--- config.mk ---
export PLATFORM = sky130hd
export DESIGN_NAME = hid_boot_report_to_set1_scancodes_core
export DESIGN_NICKNAME = d
export VERILOG_FILES = /design/src/sv/hbsc_pkg.sv /design/src/sv/hbsc_front.sv /design/src/sv/hbsc_queue.sv /design/src/sv/hbsc_back.sv /design/src/sv/hid_boot_report_to_set1_scancodes_core.sv
export SDC_FILE = /design/constraint.sdc
export NUM_CORES = 1
export LEC_CHECK = 0
export ABC_AREA = 1
export BUFFER_PORTS_ARGS = -buffer_cell sky130_fd_sc_hd__buf_4
export CAP_MARGIN = 20
export CORE_MARGIN = 1.5
export CORE_UTILIZATION = 60
export CTS_CLUSTER_SIZE = 30
export DETAILED_ROUTE_END_ITERATION = 12
export PLACE_DENSITY = 0.81
export SYNTH_ARGS = -nofsm -noshare
export SYNTH_HDL_FRONTEND = slang
export SYNTH_SLANG_ARGS = --single-unit
--- constraint.sdc ---
create_clock -name clk -period 14.2 [get_ports clk]
set_input_delay 0 -clock clk [delete_from_list [all_inputs] [get_ports clk]]
set_output_delay 0 -clock clk [all_outputs]
set_load 0.02 [all_outputs]
--- src/sv/hbsc_pkg.sv ---
// ----------------------------------------------------------------------------
// hbsc_pkg
// shared types, constants and the usage-to-scancode table for the boot
// keyboard report to set 1 converter
// ----------------------------------------------------------------------------
package hbsc_pkg;

	localparam logic [7:0] PREFIX_EXT     = 8'hE0;
	localparam logic [7:0] BREAK_BIT      = 8'h80;
	localparam logic [7:0] ROLLOVER_USAGE = 8'h01;
	localparam logic [7:0] LAST_RESERVED  = 8'h03;
	localparam logic [7:0] USAGE_LIMIT    = 8'h74;

	// event queue depth between scanner and byte sender
	localparam int QDEPTH = 4;
	localparam int QPTR_W = 2;
	localparam int QCNT_W = 3;

	// modifier bits 0..7: make code and prefix flag
	localparam logic [6:0] MOD_CODE [8] = '{
		7'h1D, 7'h2A, 7'h38, 7'h5B, 7'h1D, 7'h36, 7'h38, 7'h5C
	};
	localparam logic [7:0] MOD_EXT = 8'hD8;

	typedef enum logic [1:0] {
		FS_IDLE,
		FS_SCAN,
		FS_FLUSH
	} front_state_t;

	// one key event: prefix flag, make or break byte, end of report
	typedef struct packed {
		logic       ext;
		logic [7:0] code;
		logic       last;
	} evt_t;

	typedef struct packed {
		logic       hit;
		logic       ext;
		logic [6:0] code;
	} key_map_t;

	function automatic key_map_t key_map(input logic [7:0] usage);
		logic [6:0] pc;
		logic [6:0] ec;
		key_map_t   m;
		pc = 7'h00;
		ec = 7'h00;
		case (usage)
			8'h04: pc = 7'h1E; 8'h05: pc = 7'h30; 8'h06: pc = 7'h2E; 8'h07: pc = 7'h20;
			8'h08: pc = 7'h12; 8'h09: pc = 7'h21; 8'h0A: pc = 7'h22; 8'h0B: pc = 7'h23;
			8'h0C: pc = 7'h17; 8'h0D: pc = 7'h24; 8'h0E: pc = 7'h25; 8'h0F: pc = 7'h26;
			8'h10: pc = 7'h32; 8'h11: pc = 7'h31; 8'h12: pc = 7'h18; 8'h13: pc = 7'h19;
			8'h14: pc = 7'h10; 8'h15: pc = 7'h13; 8'h16: pc = 7'h1F; 8'h17: pc = 7'h14;
			8'h18: pc = 7'h16; 8'h19: pc = 7'h2F; 8'h1A: pc = 7'h11; 8'h1B: pc = 7'h2D;
			8'h1C: pc = 7'h15; 8'h1D: pc = 7'h2C; 8'h1E: pc = 7'h02; 8'h1F: pc = 7'h03;
			8'h20: pc = 7'h04; 8'h21: pc = 7'h05; 8'h22: pc = 7'h06; 8'h23: pc = 7'h07;
			8'h24: pc = 7'h08; 8'h25: pc = 7'h09; 8'h26: pc = 7'h0A; 8'h27: pc = 7'h0B;
			8'h28: pc = 7'h1C; 8'h29: pc = 7'h01; 8'h2A: pc = 7'h0E; 8'h2B: pc = 7'h0F;
			8'h2C: pc = 7'h39; 8'h2D: pc = 7'h0C; 8'h2E: pc = 7'h0D; 8'h2F: pc = 7'h1A;
			8'h30: pc = 7'h1B; 8'h31: pc = 7'h2B; 8'h33: pc = 7'h27; 8'h34: pc = 7'h28;
			8'h35: pc = 7'h29; 8'h36: pc = 7'h33; 8'h37: pc = 7'h34; 8'h38: pc = 7'h35;
			8'h39: pc = 7'h3A; 8'h3A: pc = 7'h3B; 8'h3B: pc = 7'h3C; 8'h3C: pc = 7'h3D;
			8'h3D: pc = 7'h3E; 8'h3E: pc = 7'h3F; 8'h3F: pc = 7'h40; 8'h40: pc = 7'h41;
			8'h41: pc = 7'h42; 8'h42: pc = 7'h43; 8'h43: pc = 7'h44; 8'h44: pc = 7'h57;
			8'h45: pc = 7'h58;
			default: pc = 7'h00;
		endcase
		case (usage)
			8'h46: ec = 7'h37; 8'h49: ec = 7'h52; 8'h4A: ec = 7'h47; 8'h4B: ec = 7'h49;
			8'h4C: ec = 7'h53; 8'h4D: ec = 7'h4F; 8'h4E: ec = 7'h51; 8'h4F: ec = 7'h4D;
			8'h50: ec = 7'h4B; 8'h51: ec = 7'h50; 8'h52: ec = 7'h48; 8'h58: ec = 7'h1C;
			default: ec = 7'h00;
		endcase
		if (pc != 7'h00) begin
			m = '{hit: 1'b1, ext: 1'b0, code: pc};
		end else if (ec != 7'h00) begin
			m = '{hit: 1'b1, ext: 1'b1, code: ec};
		end else begin
			m = '{hit: 1'b0, ext: 1'b0, code: 7'h00};
		end
		return m;
	endfunction

endpackage

--- src/sv/hbsc_front.sv ---
// ----------------------------------------------------------------------------
// hbsc_front
// accepts reports, drops short and rollover ones, and scans modifier bits, old
// slots and new slots one step a cycle unless the queue is full, queueing key events
// ----------------------------------------------------------------------------
module hbsc_front #(
	parameter int KEY_SLOTS = 6,
	parameter int IN_W      = 64
) (
	input  logic               clk,
	input  logic               arst_n,
	input  logic               s_tvalid,
	output logic               s_tready,
	input  logic [IN_W-1:0]    s_tdata,
	output logic               push,
	output hbsc_pkg::evt_t     push_data,
	input  logic               q_full
);

	localparam int NSTEP  = 8 + 2 * KEY_SLOTS;
	localparam int STEP_W = $clog2(NSTEP);
	localparam logic [4:0] MIN_LEN = 5'(2 + KEY_SLOTS);

	hbsc_pkg::front_state_t state_q, state_nx;

	logic [STEP_W-1:0] step_q;
	logic [7:0]        mods_q;
	logic [7:0]        prev_mods_q;
	logic [7:0]        cur_keys_q  [KEY_SLOTS];
	logic [7:0]        prev_keys_q [KEY_SLOTS];
	logic              pend_valid_q;
	logic              pend_ext_q;
	logic [7:0]        pend_code_q;

	logic [3:0]        in_len;
	logic [7:0]        in_mods;
	logic [7:0]        in_keys [KEY_SLOTS];
	logic              in_roll;
	logic              in_drop;
	logic              in_take;

	logic              ev;
	logic              ev_ext;
	logic [7:0]        ev_code;
	logic              last_step;
	logic              advance;
	logic              flush_done;

	// unpack the report
	always_comb begin
		in_len  = s_tdata[3:0];
		in_mods = s_tdata[11:4];
		in_roll = 1'b0;
		for (int i = 0; i < KEY_SLOTS; i++) begin
			in_keys[i] = s_tdata[12 + 8 * i +: 8];
			if (in_keys[i] == hbsc_pkg::ROLLOVER_USAGE) begin
				in_roll = 1'b1;
			end
		end
		in_drop = ({1'b0, in_len} < MIN_LEN) || in_roll;
	end

	// event for the current scan step
	always_comb begin
		logic [7:0]          u;
		logic                is_rel;
		logic                present;
		logic [2:0]          bi;
		hbsc_pkg::key_map_t  m;
		u       = 8'h00;
		is_rel  = 1'b0;
		present = 1'b0;
		bi      = step_q[2:0];
		for (int i = 0; i < KEY_SLOTS; i++) begin
			if (step_q == STEP_W'(8 + i)) begin
				u      = prev_keys_q[i];
				is_rel = 1'b1;
			end
			if (step_q == STEP_W'(8 + KEY_SLOTS + i)) begin
				u = cur_keys_q[i];
			end
		end
		for (int i = 0; i < KEY_SLOTS; i++) begin
			if (is_rel && cur_keys_q[i] == u) begin
				present = 1'b1;
			end
			if (!is_rel && prev_keys_q[i] == u) begin
				present = 1'b1;
			end
		end
		m = hbsc_pkg::key_map(u);
		if (step_q < STEP_W'(8)) begin
			ev      = mods_q[bi] ^ prev_mods_q[bi];
			ev_ext  = hbsc_pkg::MOD_EXT[bi];
			ev_code = {~mods_q[bi], hbsc_pkg::MOD_CODE[bi]};
		end else begin
			ev      = (u > hbsc_pkg::LAST_RESERVED) && !present && m.hit;
			ev_ext  = m.ext;
			ev_code = {is_rel, m.code};
		end
	end

	assign last_step = (step_q == STEP_W'(NSTEP - 1));

	// next state
	always_comb begin
		state_nx = state_q;
		case (state_q)
			hbsc_pkg::FS_IDLE: begin
				if (s_tvalid && !in_drop) begin
					state_nx = hbsc_pkg::FS_SCAN;
				end
			end
			hbsc_pkg::FS_SCAN: begin
				if (advance && last_step) begin
					state_nx = hbsc_pkg::FS_FLUSH;
				end
			end
			hbsc_pkg::FS_FLUSH: begin
				if (flush_done) begin
					state_nx = hbsc_pkg::FS_IDLE;
				end
			end
			default: state_nx = hbsc_pkg::FS_IDLE;
		endcase
	end

	// outputs
	always_comb begin
		s_tready   = 1'b0;
		advance    = 1'b0;
		flush_done = 1'b0;
		push       = 1'b0;
		push_data  = '{ext: pend_ext_q, code: pend_code_q, last: 1'b0};
		case (state_q)
			hbsc_pkg::FS_IDLE: begin
				s_tready = 1'b1;
			end
			hbsc_pkg::FS_SCAN: begin
				advance = !(ev && pend_valid_q && q_full);
				push    = advance && ev && pend_valid_q;
			end
			hbsc_pkg::FS_FLUSH: begin
				flush_done     = !pend_valid_q || !q_full;
				push           = pend_valid_q && !q_full;
				push_data.last = 1'b1;
			end
			default: begin
				s_tready = 1'b0;
			end
		endcase
	end

	assign in_take = s_tvalid && s_tready && !in_drop;

	always_ff @(posedge clk or negedge arst_n) begin
		if (!arst_n) begin
			state_q      <= hbsc_pkg::FS_IDLE;
			step_q       <= '0;
			pend_valid_q <= 1'b0;
			prev_mods_q  <= 8'h00;
			for (int i = 0; i < KEY_SLOTS; i++) begin
				prev_keys_q[i] <= 8'h00;
			end
		end else begin
			state_q <= state_nx;
			if (in_take) begin
				step_q <= '0;
			end else if (advance) begin
				step_q <= step_q + STEP_W'(1);
			end
			if (advance && ev) begin
				pend_valid_q <= 1'b1;
			end else if (state_q == hbsc_pkg::FS_FLUSH && flush_done) begin
				pend_valid_q <= 1'b0;
			end
			if (advance && last_step) begin
				prev_mods_q <= mods_q;
				for (int i = 0; i < KEY_SLOTS; i++) begin
					prev_keys_q[i] <= cur_keys_q[i];
				end
			end
		end
	end

	always_ff @(posedge clk) begin
		if (in_take) begin
			mods_q <= in_mods;
			for (int i = 0; i < KEY_SLOTS; i++) begin
				cur_keys_q[i] <= in_keys[i];
			end
		end
		if (advance && ev) begin
			pend_ext_q  <= ev_ext;
			pend_code_q <= ev_code;
		end
	end

	a_push_not_full: assert property (@(posedge clk) disable iff (!arst_n)
		push |-> !q_full)
		else $error("event pushed into a full queue");

	a_prev_held: assert property (@(posedge clk) disable iff (!arst_n)
		(state_q != hbsc_pkg::FS_SCAN) |=> $stable(prev_mods_q))
		else $error("previous modifiers changed outside a scan");

endmodule

--- src/sv/hbsc_queue.sv ---
// ----------------------------------------------------------------------------
// hbsc_queue
// short event queue between the scanner and the byte sender
// ----------------------------------------------------------------------------
module hbsc_queue (
	input  logic           clk,
	input  logic           arst_n,
	input  logic           push,
	input  hbsc_pkg::evt_t push_data,
	output logic           full,
	input  logic           pop,
	output hbsc_pkg::evt_t pop_data,
	output logic           empty
);

	hbsc_pkg::evt_t                mem_q [hbsc_pkg::QDEPTH];
	logic [hbsc_pkg::QPTR_W-1:0]   wr_q;
	logic [hbsc_pkg::QPTR_W-1:0]   rd_q;
	logic [hbsc_pkg::QCNT_W-1:0]   cnt_q;

	assign full     = (cnt_q == hbsc_pkg::QCNT_W'(hbsc_pkg::QDEPTH));
	assign empty    = (cnt_q == '0);
	assign pop_data = mem_q[rd_q];

	always_ff @(posedge clk or negedge arst_n) begin
		if (!arst_n) begin
			wr_q  <= '0;
			rd_q  <= '0;
			cnt_q <= '0;
		end else begin
			if (push) begin
				wr_q <= wr_q + hbsc_pkg::QPTR_W'(1);
			end
			if (pop) begin
				rd_q <= rd_q + hbsc_pkg::QPTR_W'(1);
			end
			if (push && !pop) begin
				cnt_q <= cnt_q + hbsc_pkg::QCNT_W'(1);
			end else if (pop && !push) begin
				cnt_q <= cnt_q - hbsc_pkg::QCNT_W'(1);
			end
		end
	end

	always_ff @(posedge clk) begin
		if (push) begin
			mem_q[wr_q] <= push_data;
		end
	end

	a_no_pop_empty: assert property (@(posedge clk) disable iff (!arst_n)
		!(pop && empty))
		else $error("pop from an empty queue");

	a_cnt_bound: assert property (@(posedge clk) disable iff (!arst_n)
		cnt_q <= hbsc_pkg::QCNT_W'(hbsc_pkg::QDEPTH))
		else $error("queue count beyond depth");

endmodule

--- src/sv/hbsc_back.sv ---
// ----------------------------------------------------------------------------
// hbsc_back
// turns queued key events into scancode words, inserting the e0 prefix,
// behind a registered output stage
// ----------------------------------------------------------------------------
module hbsc_back (
	input  logic           clk,
	input  logic           arst_n,
	input  hbsc_pkg::evt_t pop_data,
	input  logic           empty,
	output logic           pop,
	output logic           m_tvalid,
	input  logic           m_tready,
	output logic [7:0]     m_tdata,
	output logic           m_tlast
);

	logic       out_valid_q;
	logic [7:0] out_data_q;
	logic       out_last_q;
	logic       hold_valid_q;
	logic [7:0] hold_code_q;
	logic       hold_last_q;
	logic       out_load;

	assign out_load = !out_valid_q || m_tready;
	assign pop      = out_load && !hold_valid_q && !empty;

	assign m_tvalid = out_valid_q;
	assign m_tdata  = out_data_q;
	assign m_tlast  = out_last_q;

	always_ff @(posedge clk or negedge arst_n) begin
		if (!arst_n) begin
			out_valid_q  <= 1'b0;
			hold_valid_q <= 1'b0;
		end else if (out_load) begin
			if (hold_valid_q) begin
				out_valid_q  <= 1'b1;
				hold_valid_q <= 1'b0;
			end else if (!empty) begin
				out_valid_q  <= 1'b1;
				hold_valid_q <= pop_data.ext;
			end else begin
				out_valid_q <= 1'b0;
			end
		end
	end

	always_ff @(posedge clk) begin
		if (out_load) begin
			if (hold_valid_q) begin
				out_data_q <= hold_code_q;
				out_last_q <= hold_last_q;
			end else if (pop_data.ext) begin
				out_data_q  <= hbsc_pkg::PREFIX_EXT;
				out_last_q  <= 1'b0;
				hold_code_q <= pop_data.code;
				hold_last_q <= pop_data.last;
			end else begin
				out_data_q <= pop_data.code;
				out_last_q <= pop_data.last;
			end
		end
	end

	a_prefix_first: assert property (@(posedge clk) disable iff (!arst_n)
		hold_valid_q |-> (out_valid_q && out_data_q == hbsc_pkg::PREFIX_EXT && !out_last_q))
		else $error("held code byte without a prefix on the output");

endmodule

--- src/sv/hid_boot_report_to_set1_scancodes_core.sv ---
// ----------------------------------------------------------------------------
// hid_boot_report_to_set1_scancodes_core
// usb hid boot keyboard report to ps/2 scancode set 1 converter
// ----------------------------------------------------------------------------
// One boot keyboard report comes in per slave word and is compared with the
// last report that was kept. Reports with a length below 2 + KEY_SLOTS, or
// holding the rollover usage, are taken and dropped without output or state
// change. For any other report the block sends set 1 words in this order:
// modifier changes from bit 0 to bit 7, releases of old usages above 0x03
// that are gone, then presses of new usages above 0x03; a release is the make
// code with bit 7 set, and extended keys are led by an e0 word. Usages with
// no set 1 entry send nothing but are kept as state. The final word of a
// report carries tlast; a report with no change sends nothing. The front
// scanner accepts a report and then takes one cycle per scan step, 8 + 2 *
// KEY_SLOTS steps plus one to close the report, and accepts no new report
// until that one is closed. The scanner stalls only when the four-entry
// event queue is full, and the sender drives one word per cycle whenever
// the master side is ready. State clears at reset.
// ----------------------------------------------------------------------------
module hid_boot_report_to_set1_scancodes_core #(
	parameter int KEY_SLOTS = 6
) (
	input  logic             clk,
	input  logic             arst_n,
	// report in
	input  logic             s_tvalid,
	output logic             s_tready,
	// report_length[3:0], modifier_bits[11:4], key_usage_i at 12 + 8*i, zero pad
	input  logic [((12 + 8 * KEY_SLOTS + 7) / 8) * 8 - 1:0] s_tdata,
	// scancode out
	output logic             m_tvalid,
	input  logic             m_tready,
	// scancode_byte[7:0]
	output logic [7:0]       m_tdata,
	// last_of_run
	output logic             m_tlast
);

	localparam int IN_W = ((12 + 8 * KEY_SLOTS + 7) / 8) * 8;

	// key events between scanner and sender
	logic           push;
	hbsc_pkg::evt_t push_data;
	logic           q_full;
	logic           pop;
	hbsc_pkg::evt_t pop_data;
	logic           q_empty;

	// front: accept, drop check, per-step diff against kept state
	hbsc_front #(
		.KEY_SLOTS (KEY_SLOTS),
		.IN_W      (IN_W)
	) u_front (
		.clk       (clk),
		.arst_n    (arst_n),
		.s_tvalid  (s_tvalid),
		.s_tready  (s_tready),
		.s_tdata   (s_tdata),
		.push      (push),
		.push_data (push_data),
		.q_full    (q_full)
	);

	// queue lets the scanner run ahead while words drain
	hbsc_queue u_queue (
		.clk       (clk),
		.arst_n    (arst_n),
		.push      (push),
		.push_data (push_data),
		.full      (q_full),
		.pop       (pop),
		.pop_data  (pop_data),
		.empty     (q_empty)
	);

	// back: prefix insertion and registered output word
	hbsc_back u_back (
		.clk      (clk),
		.arst_n   (arst_n),
		.pop_data (pop_data),
		.empty    (q_empty),
		.pop      (pop),
		.m_tvalid (m_tvalid),
		.m_tready (m_tready),
		.m_tdata  (m_tdata),
		.m_tlast  (m_tlast)
	);

endmodule

After elaboration in Yosys (flattened, before gate mapping) --
Memory sizes are Yosys's and may differ from the RTL's. Index checks and enable logic that the tools add are counted.
Word-level totals: register bits after elaboration 108, memory bits (writable) 88, bits in read-only memories 960, output and inout bits 11, word-level logic and storage cells 218, memories kept 5
Cells by class: $add $sub $neg 5, magnitude comparators 5, equal/unequal tests 48, muxes and demuxes 77, bitwise operators 4, reductions and logical operators 52
Memories:
- (name not given) | depth 128, width 7, read ports 1, clocked after memory_dff 0, write ports 0, line hbsc_pkg.sv:50 | case (usage)
- (name not given) | depth 8, width 7, read ports 1, clocked after memory_dff 0, write ports 0, line hbsc_front.sv:95 | ev_code = {~mods_q[bi], hbsc_pkg::MOD_CODE[bi]};
- u_front.cur_keys_q | depth 6, width 8, read ports 6, clocked after memory_dff 0, write ports 6, line hbsc_front.sv:29 | logic [7:0] cur_keys_q [KEY_SLOTS];
- u_queue.mem_q | depth 4, width 10, read ports 1, clocked after memory_dff 0, write ports 1, line hbsc_queue.sv:16 | hbsc_pkg::evt_t mem_q [hbsc_pkg::QDEPTH];
- (name not given) | depth 8, width 1, read ports 1, clocked after memory_dff 0, write ports 0, line hbsc_front.sv:94 | ev_ext = hbsc_pkg::MOD_EXT[bi];
Operator list (number):
- 8-bit two-way mux | 15
- 8-bit by 7-bit == test with 1-bit output, second input constant | 12
- 8-bit == test | 12
- 7-bit one-hot mux with 12 select lines | 1
- 8-bit by 1-bit == test with 1-bit output, second input constant | 6
- 1-bit two-way mux | 45
- 5-bit by 4-bit == test with 1-bit output, second input constant | 8
- 1-bit logical AND | 29
- 7-bit two-way mux | 3
- 5-bit == test, second input constant | 4
- 9-bit two-way mux | 2
- 7-bit nonzero test | 2
- 1-bit logical NOT | 11
- 5-bit two-way mux | 2
- 8-bit by 2-bit > comparator with 1-bit output, second input constant | 1
- 1-bit binary-select mux with 3-bit select | 2
- 2-bit two-way mux | 3
- 3-bit two-way mux | 2
- 2-bit by 1-bit inequality test with 1-bit output, second input constant | 3
- 2-bit one-hot mux with 3 select lines | 1
- 3-bit AND reduction | 2
- 2-bit nonzero test | 3
- 5-bit by 1-bit adder with 5-bit output, second input constant | 1
- 5-bit by 4-bit < comparator with 1-bit output, second input constant | 1
- other kinds (16) | 20

Logic depth before layout (Yosys ltp) --
depth in word-level cells 41, mapped depth 43

Modules after synthesis --
From an unflattened synthesis, not the netlist that was laid out.
Unflattened totals: cells, all modules 1549, area, all modules 12096.6 sq um
Modules (own cells, without submodules):
- hbsc_front | times used 1, cells each 1323, area each 9310.2 sq um
- hbsc_queue | times used 1, cells each 165, area each 2028.2 sq um
- hbsc_back | times used 1, cells each 61, area each 758.2 sq um

Least setup slack after synthesis --
OpenSTA, ideal clock, no wires.
path kind register to register, start point register u_front.step_q[0], end point register u_queue.cnt_q[2] (netlist name), arrival 5.079 ns, required time 14.069 ns, slack 8.990 ns, cell stages (with the launch flop) 40, buffers on the path 3, cells stage by stage dfrtp_1 -> clkbuf_1 -> inv_1 -> clkbuf_1 -> ha_1 -> inv_1 -> nor2_2 -> nand2_1 -> buf_2 -> o21ai_0 -> inv_1 -> nand2_1 -> nand2_1 -> nand2_1 -> nand2_1 -> nand3_1 -> nand3_1 -> nand2_2 -> (+4 left out) -> nor2_1 -> nand2_1 -> nand2_1 -> nand2_1 -> nand3b_1 -> nand3_1 -> nor2_1 -> nand4_1 -> nand2_1 -> nand2_1 -> nand3_1 -> inv_1 -> ha_1 -> inv_1 -> fa_1 -> a21oi_1 -> o21ai_0 -> xor2_1
On the way: longest elaborated chain between the ends 40, elaborated cells between the ends (all ways) 108, classes of those cells order compare (2); eq/ne (36); mux (41); bitwise (1); reduce/logical (27); memory (1)
RTL lines:
- from (decl) | line hbsc_front.sv:26 | logic [STEP_W-1:0] step_q;
- from (signal assigned) | line hbsc_front.sv:170 | step_q <= step_q + STEP_W'(1);
- 5-bit by 4-bit == test with 1-bit output | line hbsc_front.sv:75 | if (step_q == STEP_W'(8 + i)) begin
- 8-bit two-way mux | line hbsc_front.sv:75
- 8-bit two-way mux | line hbsc_front.sv:79 | if (step_q == STEP_W'(8 + KEY_SLOTS + i)) begin
- 8-bit two-way mux | line hbsc_front.sv:75
- 8-bit two-way mux | line hbsc_front.sv:79
- 8-bit two-way mux | line hbsc_front.sv:75
- 8-bit two-way mux | line hbsc_front.sv:79
- 8-bit two-way mux | line hbsc_front.sv:75
- (+23 left out)
- 1-bit logical AND (2 in series) | line hbsc_front.sv:140 | advance = !(ev && pend_valid_q && q_full);
- 1-bit logical NOT | line hbsc_front.sv:140
- 1-bit logical AND * (2 in series) | line hbsc_front.sv:141 | push = advance && ev && pend_valid_q;
- 1-bit one-hot mux with 2 select lines * | line hbsc_front.sv:135 | case (state_q)
- named net push | line hid_boot_report_to_set1_scancodes_core.sv:42 | logic push;
- 1-bit logical NOT | line hbsc_queue.sv:39 | end else if (pop && !push) begin
- 1-bit logical AND | line hbsc_queue.sv:39
- 2-bit nonzero test (no line)
- to (signal assigned) | line hbsc_queue.sv:38 | cnt_q <= cnt_q + hbsc_pkg::QCNT_W'(1);
- to (signal assigned) | line hbsc_queue.sv:40 | cnt_q <= cnt_q - hbsc_pkg::QCNT_W'(1);
- to (decl) | line hbsc_queue.sv:19 | logic [hbsc_pkg::QCNT_W-1:0] cnt_q;
Mark *: on every way through the listed nets, which the timed path passes. The rest lies on a longest branch. The select of a mux whose other input is x is not followed. A chain may end at the register's enable or synchronous reset.

Worst setup path in the final report --
start point register u_front.step_q[0], end point register u_front.prev_mods_q[0]
On the way: longest elaborated chain between the ends 36, elaborated cells between the ends (all ways) 102, classes of those cells order compare (2); eq/ne (36); mux (40); bitwise (1); reduce/logical (22); memory (1)
RTL lines:
- 5-bit by 4-bit == test with 1-bit output | line hbsc_front.sv:75
- 8-bit two-way mux | line hbsc_front.sv:75
- 8-bit two-way mux | line hbsc_front.sv:79
- 8-bit two-way mux | line hbsc_front.sv:75
- 8-bit two-way mux | line hbsc_front.sv:79
- 8-bit two-way mux | line hbsc_front.sv:75
- 8-bit two-way mux | line hbsc_front.sv:79
- 8-bit two-way mux | line hbsc_front.sv:75
- (+18 left out)
- 1-bit two-way mux | line hbsc_front.sv:87 | if (!is_rel && prev_keys_q[i] == u) begin
- 1-bit logical NOT | line hbsc_front.sv:97 | ev = (u > hbsc_pkg::LAST_RESERVED) && !present && m.hit;
- 1-bit logical AND (2 in series) | line hbsc_front.sv:97
- 1-bit two-way mux | line hbsc_front.sv:92 | if (step_q < STEP_W'(8)) begin
- 1-bit logical AND (2 in series) | line hbsc_front.sv:140
- 1-bit logical NOT | line hbsc_front.sv:140
- 1-bit two-way mux | line hbsc_front.sv:135
- 1-bit logical AND * | line hbsc_front.sv:177 | if (advance && last_step) begin
- to (signal assigned) | line hbsc_front.sv:178 | prev_mods_q <= mods_q;
- to (decl) | line hbsc_front.sv:28 | logic [7:0] prev_mods_q;
Mark *: on every way between the ends. The rest lies on a longest branch, timed or not. The select of a mux whose other input is x is not followed.

==> flow_summary.yaml <==
global_routing:
  grt_pass1_wl_um: 51300
  grt_start_max_net_pins: 74
  antenna_found_initial: 0
  first_global_vias: 10200
  grt_overflow: 0
  track_usage_pct: 32.6
sta:
  rsz0062_at_grt: "no"
  fin_crit_sh_pct: 52.7
  fmax_mhz: 134
  fin_skew_ns: 0.0173
  fin_hold_ws_ns: -0.0217
  fin_crit_ns: 7.49
  fin_ws_ns: 6.71
  hold_viol_final: 14
  worstMarginPinSlew_ns: 1.08
  relSlewSlack_pct: 28.1
  finalSetupViolations: 0
  finalSetupTns_ns: 0
  maxSlewViolCount: 0
outcome:
  violations: "hold timing"
  status: "finished with violations"
synth:
  synth_seq_cells: 196
  synthTopCellsByCount: "470 x nand2_1, 204 x inv_1, 137 x nand3_1"
  yosysUniqueCellTypes: 46
  synth_most_common_cell: "nand2_1"
  async_flop_share_pct: 37.2
  synth-edff-count: 123
  ys_top_cells_by_area: "edfxtp_1 31%, dfrtp_1 15%, nand2_1 15%, inv_1 6.5%, nand3_1 5.8%"
  ys_seq_area_share_pct: 46.5
  netlist_instances: 1520
  yosys_warnings: 0
  synth_largest_area_cell: "edfxtp_1"
  netlist_area_um2: 11900
  synth_ff_type: "edfxtp_1"
  synth_nets: 1617
  syn_area_per_cell_um2: 7.81
  synth_top_area_share_pct: 31.1
floorplan:
  io_pins: 79
  coreArea_um2: 19500
  chipWidth_um: 144
  num_rows: 51
  fp.dieArea_um2: 20600
  die_h_um: 144
  initial_utilization_pct: 61.0
clocking:
  cts_root_buffer: "clkbuf_16"
  clock-sinks: 196
  cts_tree: "built"
  cts_resized: 0
  worst_skew_pair.late_latency_ns: 0.46
  clk_pin_slew_worst_paths_ns: 0.08
  clock_path_buffers: 2
  cts_made_buffers: 17
  htreeDepth: 4
pwr:
  ir_worst_vdd_uv: 89.9
  power_frac_comb_pct: 33.6
  p_sw_w: 0.000793
  p_total_w: 0.00202
  swShare_pct: 39.2
  power_density_nw_per_um2: 148
  clkPwrFrac_pct: 24.9
  p_int_w: 0.00123
  power_frac_seq_pct: 41.5
  cellLeakagePower_nw: 6.15
detailed_routing:
  wirelength_um: 32000
  wl_met3_um: 3050
  dr_wl_met2_um: 14800
  first_iter_violations: 1214
  highest_layer: "met4"
  ant_nets: 0
  routedWlPerCell_um: 16.9
  vias: 10700
  first_pass_iters: 6
  viasPerCell: 5.66
  drc: 0
  met1_length_um: 13300
place:
  gp_congestion: 0.941
  pre_cts_ws_ns: 6.91
  io_buffers: 71
  hpwl_um: 21100
  numPlacedInstances: 1804
setup_path:
  cp_common_cell: "nand2_1"
  critPathLaunchType: "flop"
  critPathRequiredTime_ns: 14.50
  crit_slowest_cell: "nand2_1"
  slowest_delay_ns: 0.68
  critical_path_class: "reg2reg"
  critPathMaxFanout: 66
  cp.arrival_ns: 7.79
  endpoint_kind: "flop"
cells_and_area:
  fillers: 1513
  fin_nets: 1716
  area_growth_pct: 14.9
  layout-drive-gt1-share_pct: 9.74
  layoutNonFillerInstCount: 1897
  antennaDiodeCount: 0
job:
  drv_cap: 0
hold_path:
  hp-class: "in2async"
path summary, 6_finish.rpt:
path / start / to / slack [ns] / cells after the start
worst min register to register: u_front.mods_q[1] / u_front.prev_mods_q[1] / 0.48 / 2
min in group clk: s_tvalid / u_front.state_q[0] / 0.01 / 5
max in group asynchronous: arst_n / u_front.prev_keys_q[44] / 13.60 / 3
worst min-delay path: arst_n / u_front.prev_keys_q[7] / -0.02 / 2
worst max register to register: u_front.step_q[0] / u_front.prev_mods_q[0] / 6.71 / 32
worst max-delay path: u_front.step_q[0] / u_front.prev_mods_q[0] / 6.71 / 32
final cells by class:
type	count	area (um2)	share of cell area, %
multi-input combinational	1049	5150	37.8
timing repair buffer	134	1180	8.68
clock buffer	17	425	3.12
tap	265	332	2.43
clock inverter	15	194	1.42
sequential	196	5520	40.5
inverter	221	832	6.10
repair_timing:
action / 4_1_cts / 5_1_grt
hold buffers: 58 / 0
buffers inserted: 0 / 0
endpoints found under the hold margin: 130 / 0
logic make-up after synthesis:
logic type | share of synthesized area, %
compound gates | 9.44
xor+xnor | 1.99
fa+ha+maj | 3.12
buf+inv | 10.1
flops | 46.5
mux | 0.0949
simple gates | 28.8
layer usage:
| metal | track usage, % | vias to the layer above |
|---|---|---|
| li1 | - | 5136 |
| met1 | 44.2 | 4957 |
| met2 | 52.0 | 578 |
| met3 | 6.33 | 71 |
| met4 | 11.9 | 0 |
| met5 | 0 | - |
layout by cell type, fill, tap and decap left out, types with 6 or more instances in the layout:
cell           netlist  routed
nand3b_1            17      17
nor2_1              99      99
nand2_2             16      16
o22ai_1             10      10
buf_4                7      74
o21ai_0             87      87
nor3_1               6       6
o21ai_1             52      52
ha_1                28      28
nand2_1            470     470
a22o_1               6       6
nor2_2               6       6
nand3_1            137     137
inv_2               11      12
clkbuf_16            0      17
nand4_1              8       8
edfxtp_1           123     123
inv_1              204     203
nor4_1               9       9
dfrtp_1             73      73
dlygate4sd3_1        0      58
xor2_1              19      19
xnor2_1              8       8
a21oi_1             26      26
or2_2                6       6
critical path: cells and delay by family (launching register included):
family,cells,cell delay (ns)
adders and majority gates,2,0.56
and+or+nand+nor,21,3.63
AOI/OAI and AO/OA,2,0.36
DFF,1,0.53
buffers and inverters,7,2.22
power by group through the flow:
stage	clock, W	combinational (W)	sequential, W
4_1_cts	0.000504	0.000667	0.000838
3_3_place_gp	0	0.000629	0.000842
6_report	0.000504	0.000679	0.000838
3_5_place_dp	0	0.000651	0.000849
2_1_floorplan	0	0.000470	0.000829
5_1_grt	0.000530	0.000757	0.000852
through the flow:
step	utilization, %	area [um2]
floorplan	-	11900
global placement	63.6	12400
detailed placement	63.6	12400
CTS	69.8	13600
global route	70.1	13600
finish	70.1	13600
sequential cells by signal (all words and copies together) (netlist names):
| register | count |
|---|---|
| u_back.hold_code_q | 8 |
| u_back.hold_last_q | 1 |
| u_back.hold_valid_q | 1 |
| u_back.m_tdata | 8 |
| u_back.m_tlast | 1 |
| u_back.m_tvalid | 1 |
| u_front.cur_keys_q | 48 |
| u_front.mods_q | 8 |
| u_front.pend_code_q | 8 |
| u_front.pend_ext_q | 1 |
| u_front.pend_valid_q | 1 |
| u_front.prev_keys_q | 48 |
| u_front.prev_mods_q | 8 |
| u_front.state_q | 2 |
| u_front.step_q | 5 |
| u_queue.cnt_q | 3 |
| u_queue.mem_q | 40 |
| u_queue.rd_q | 2 |
| u_queue.wr_q | 2 |
(Power assumes the default switching activity.)
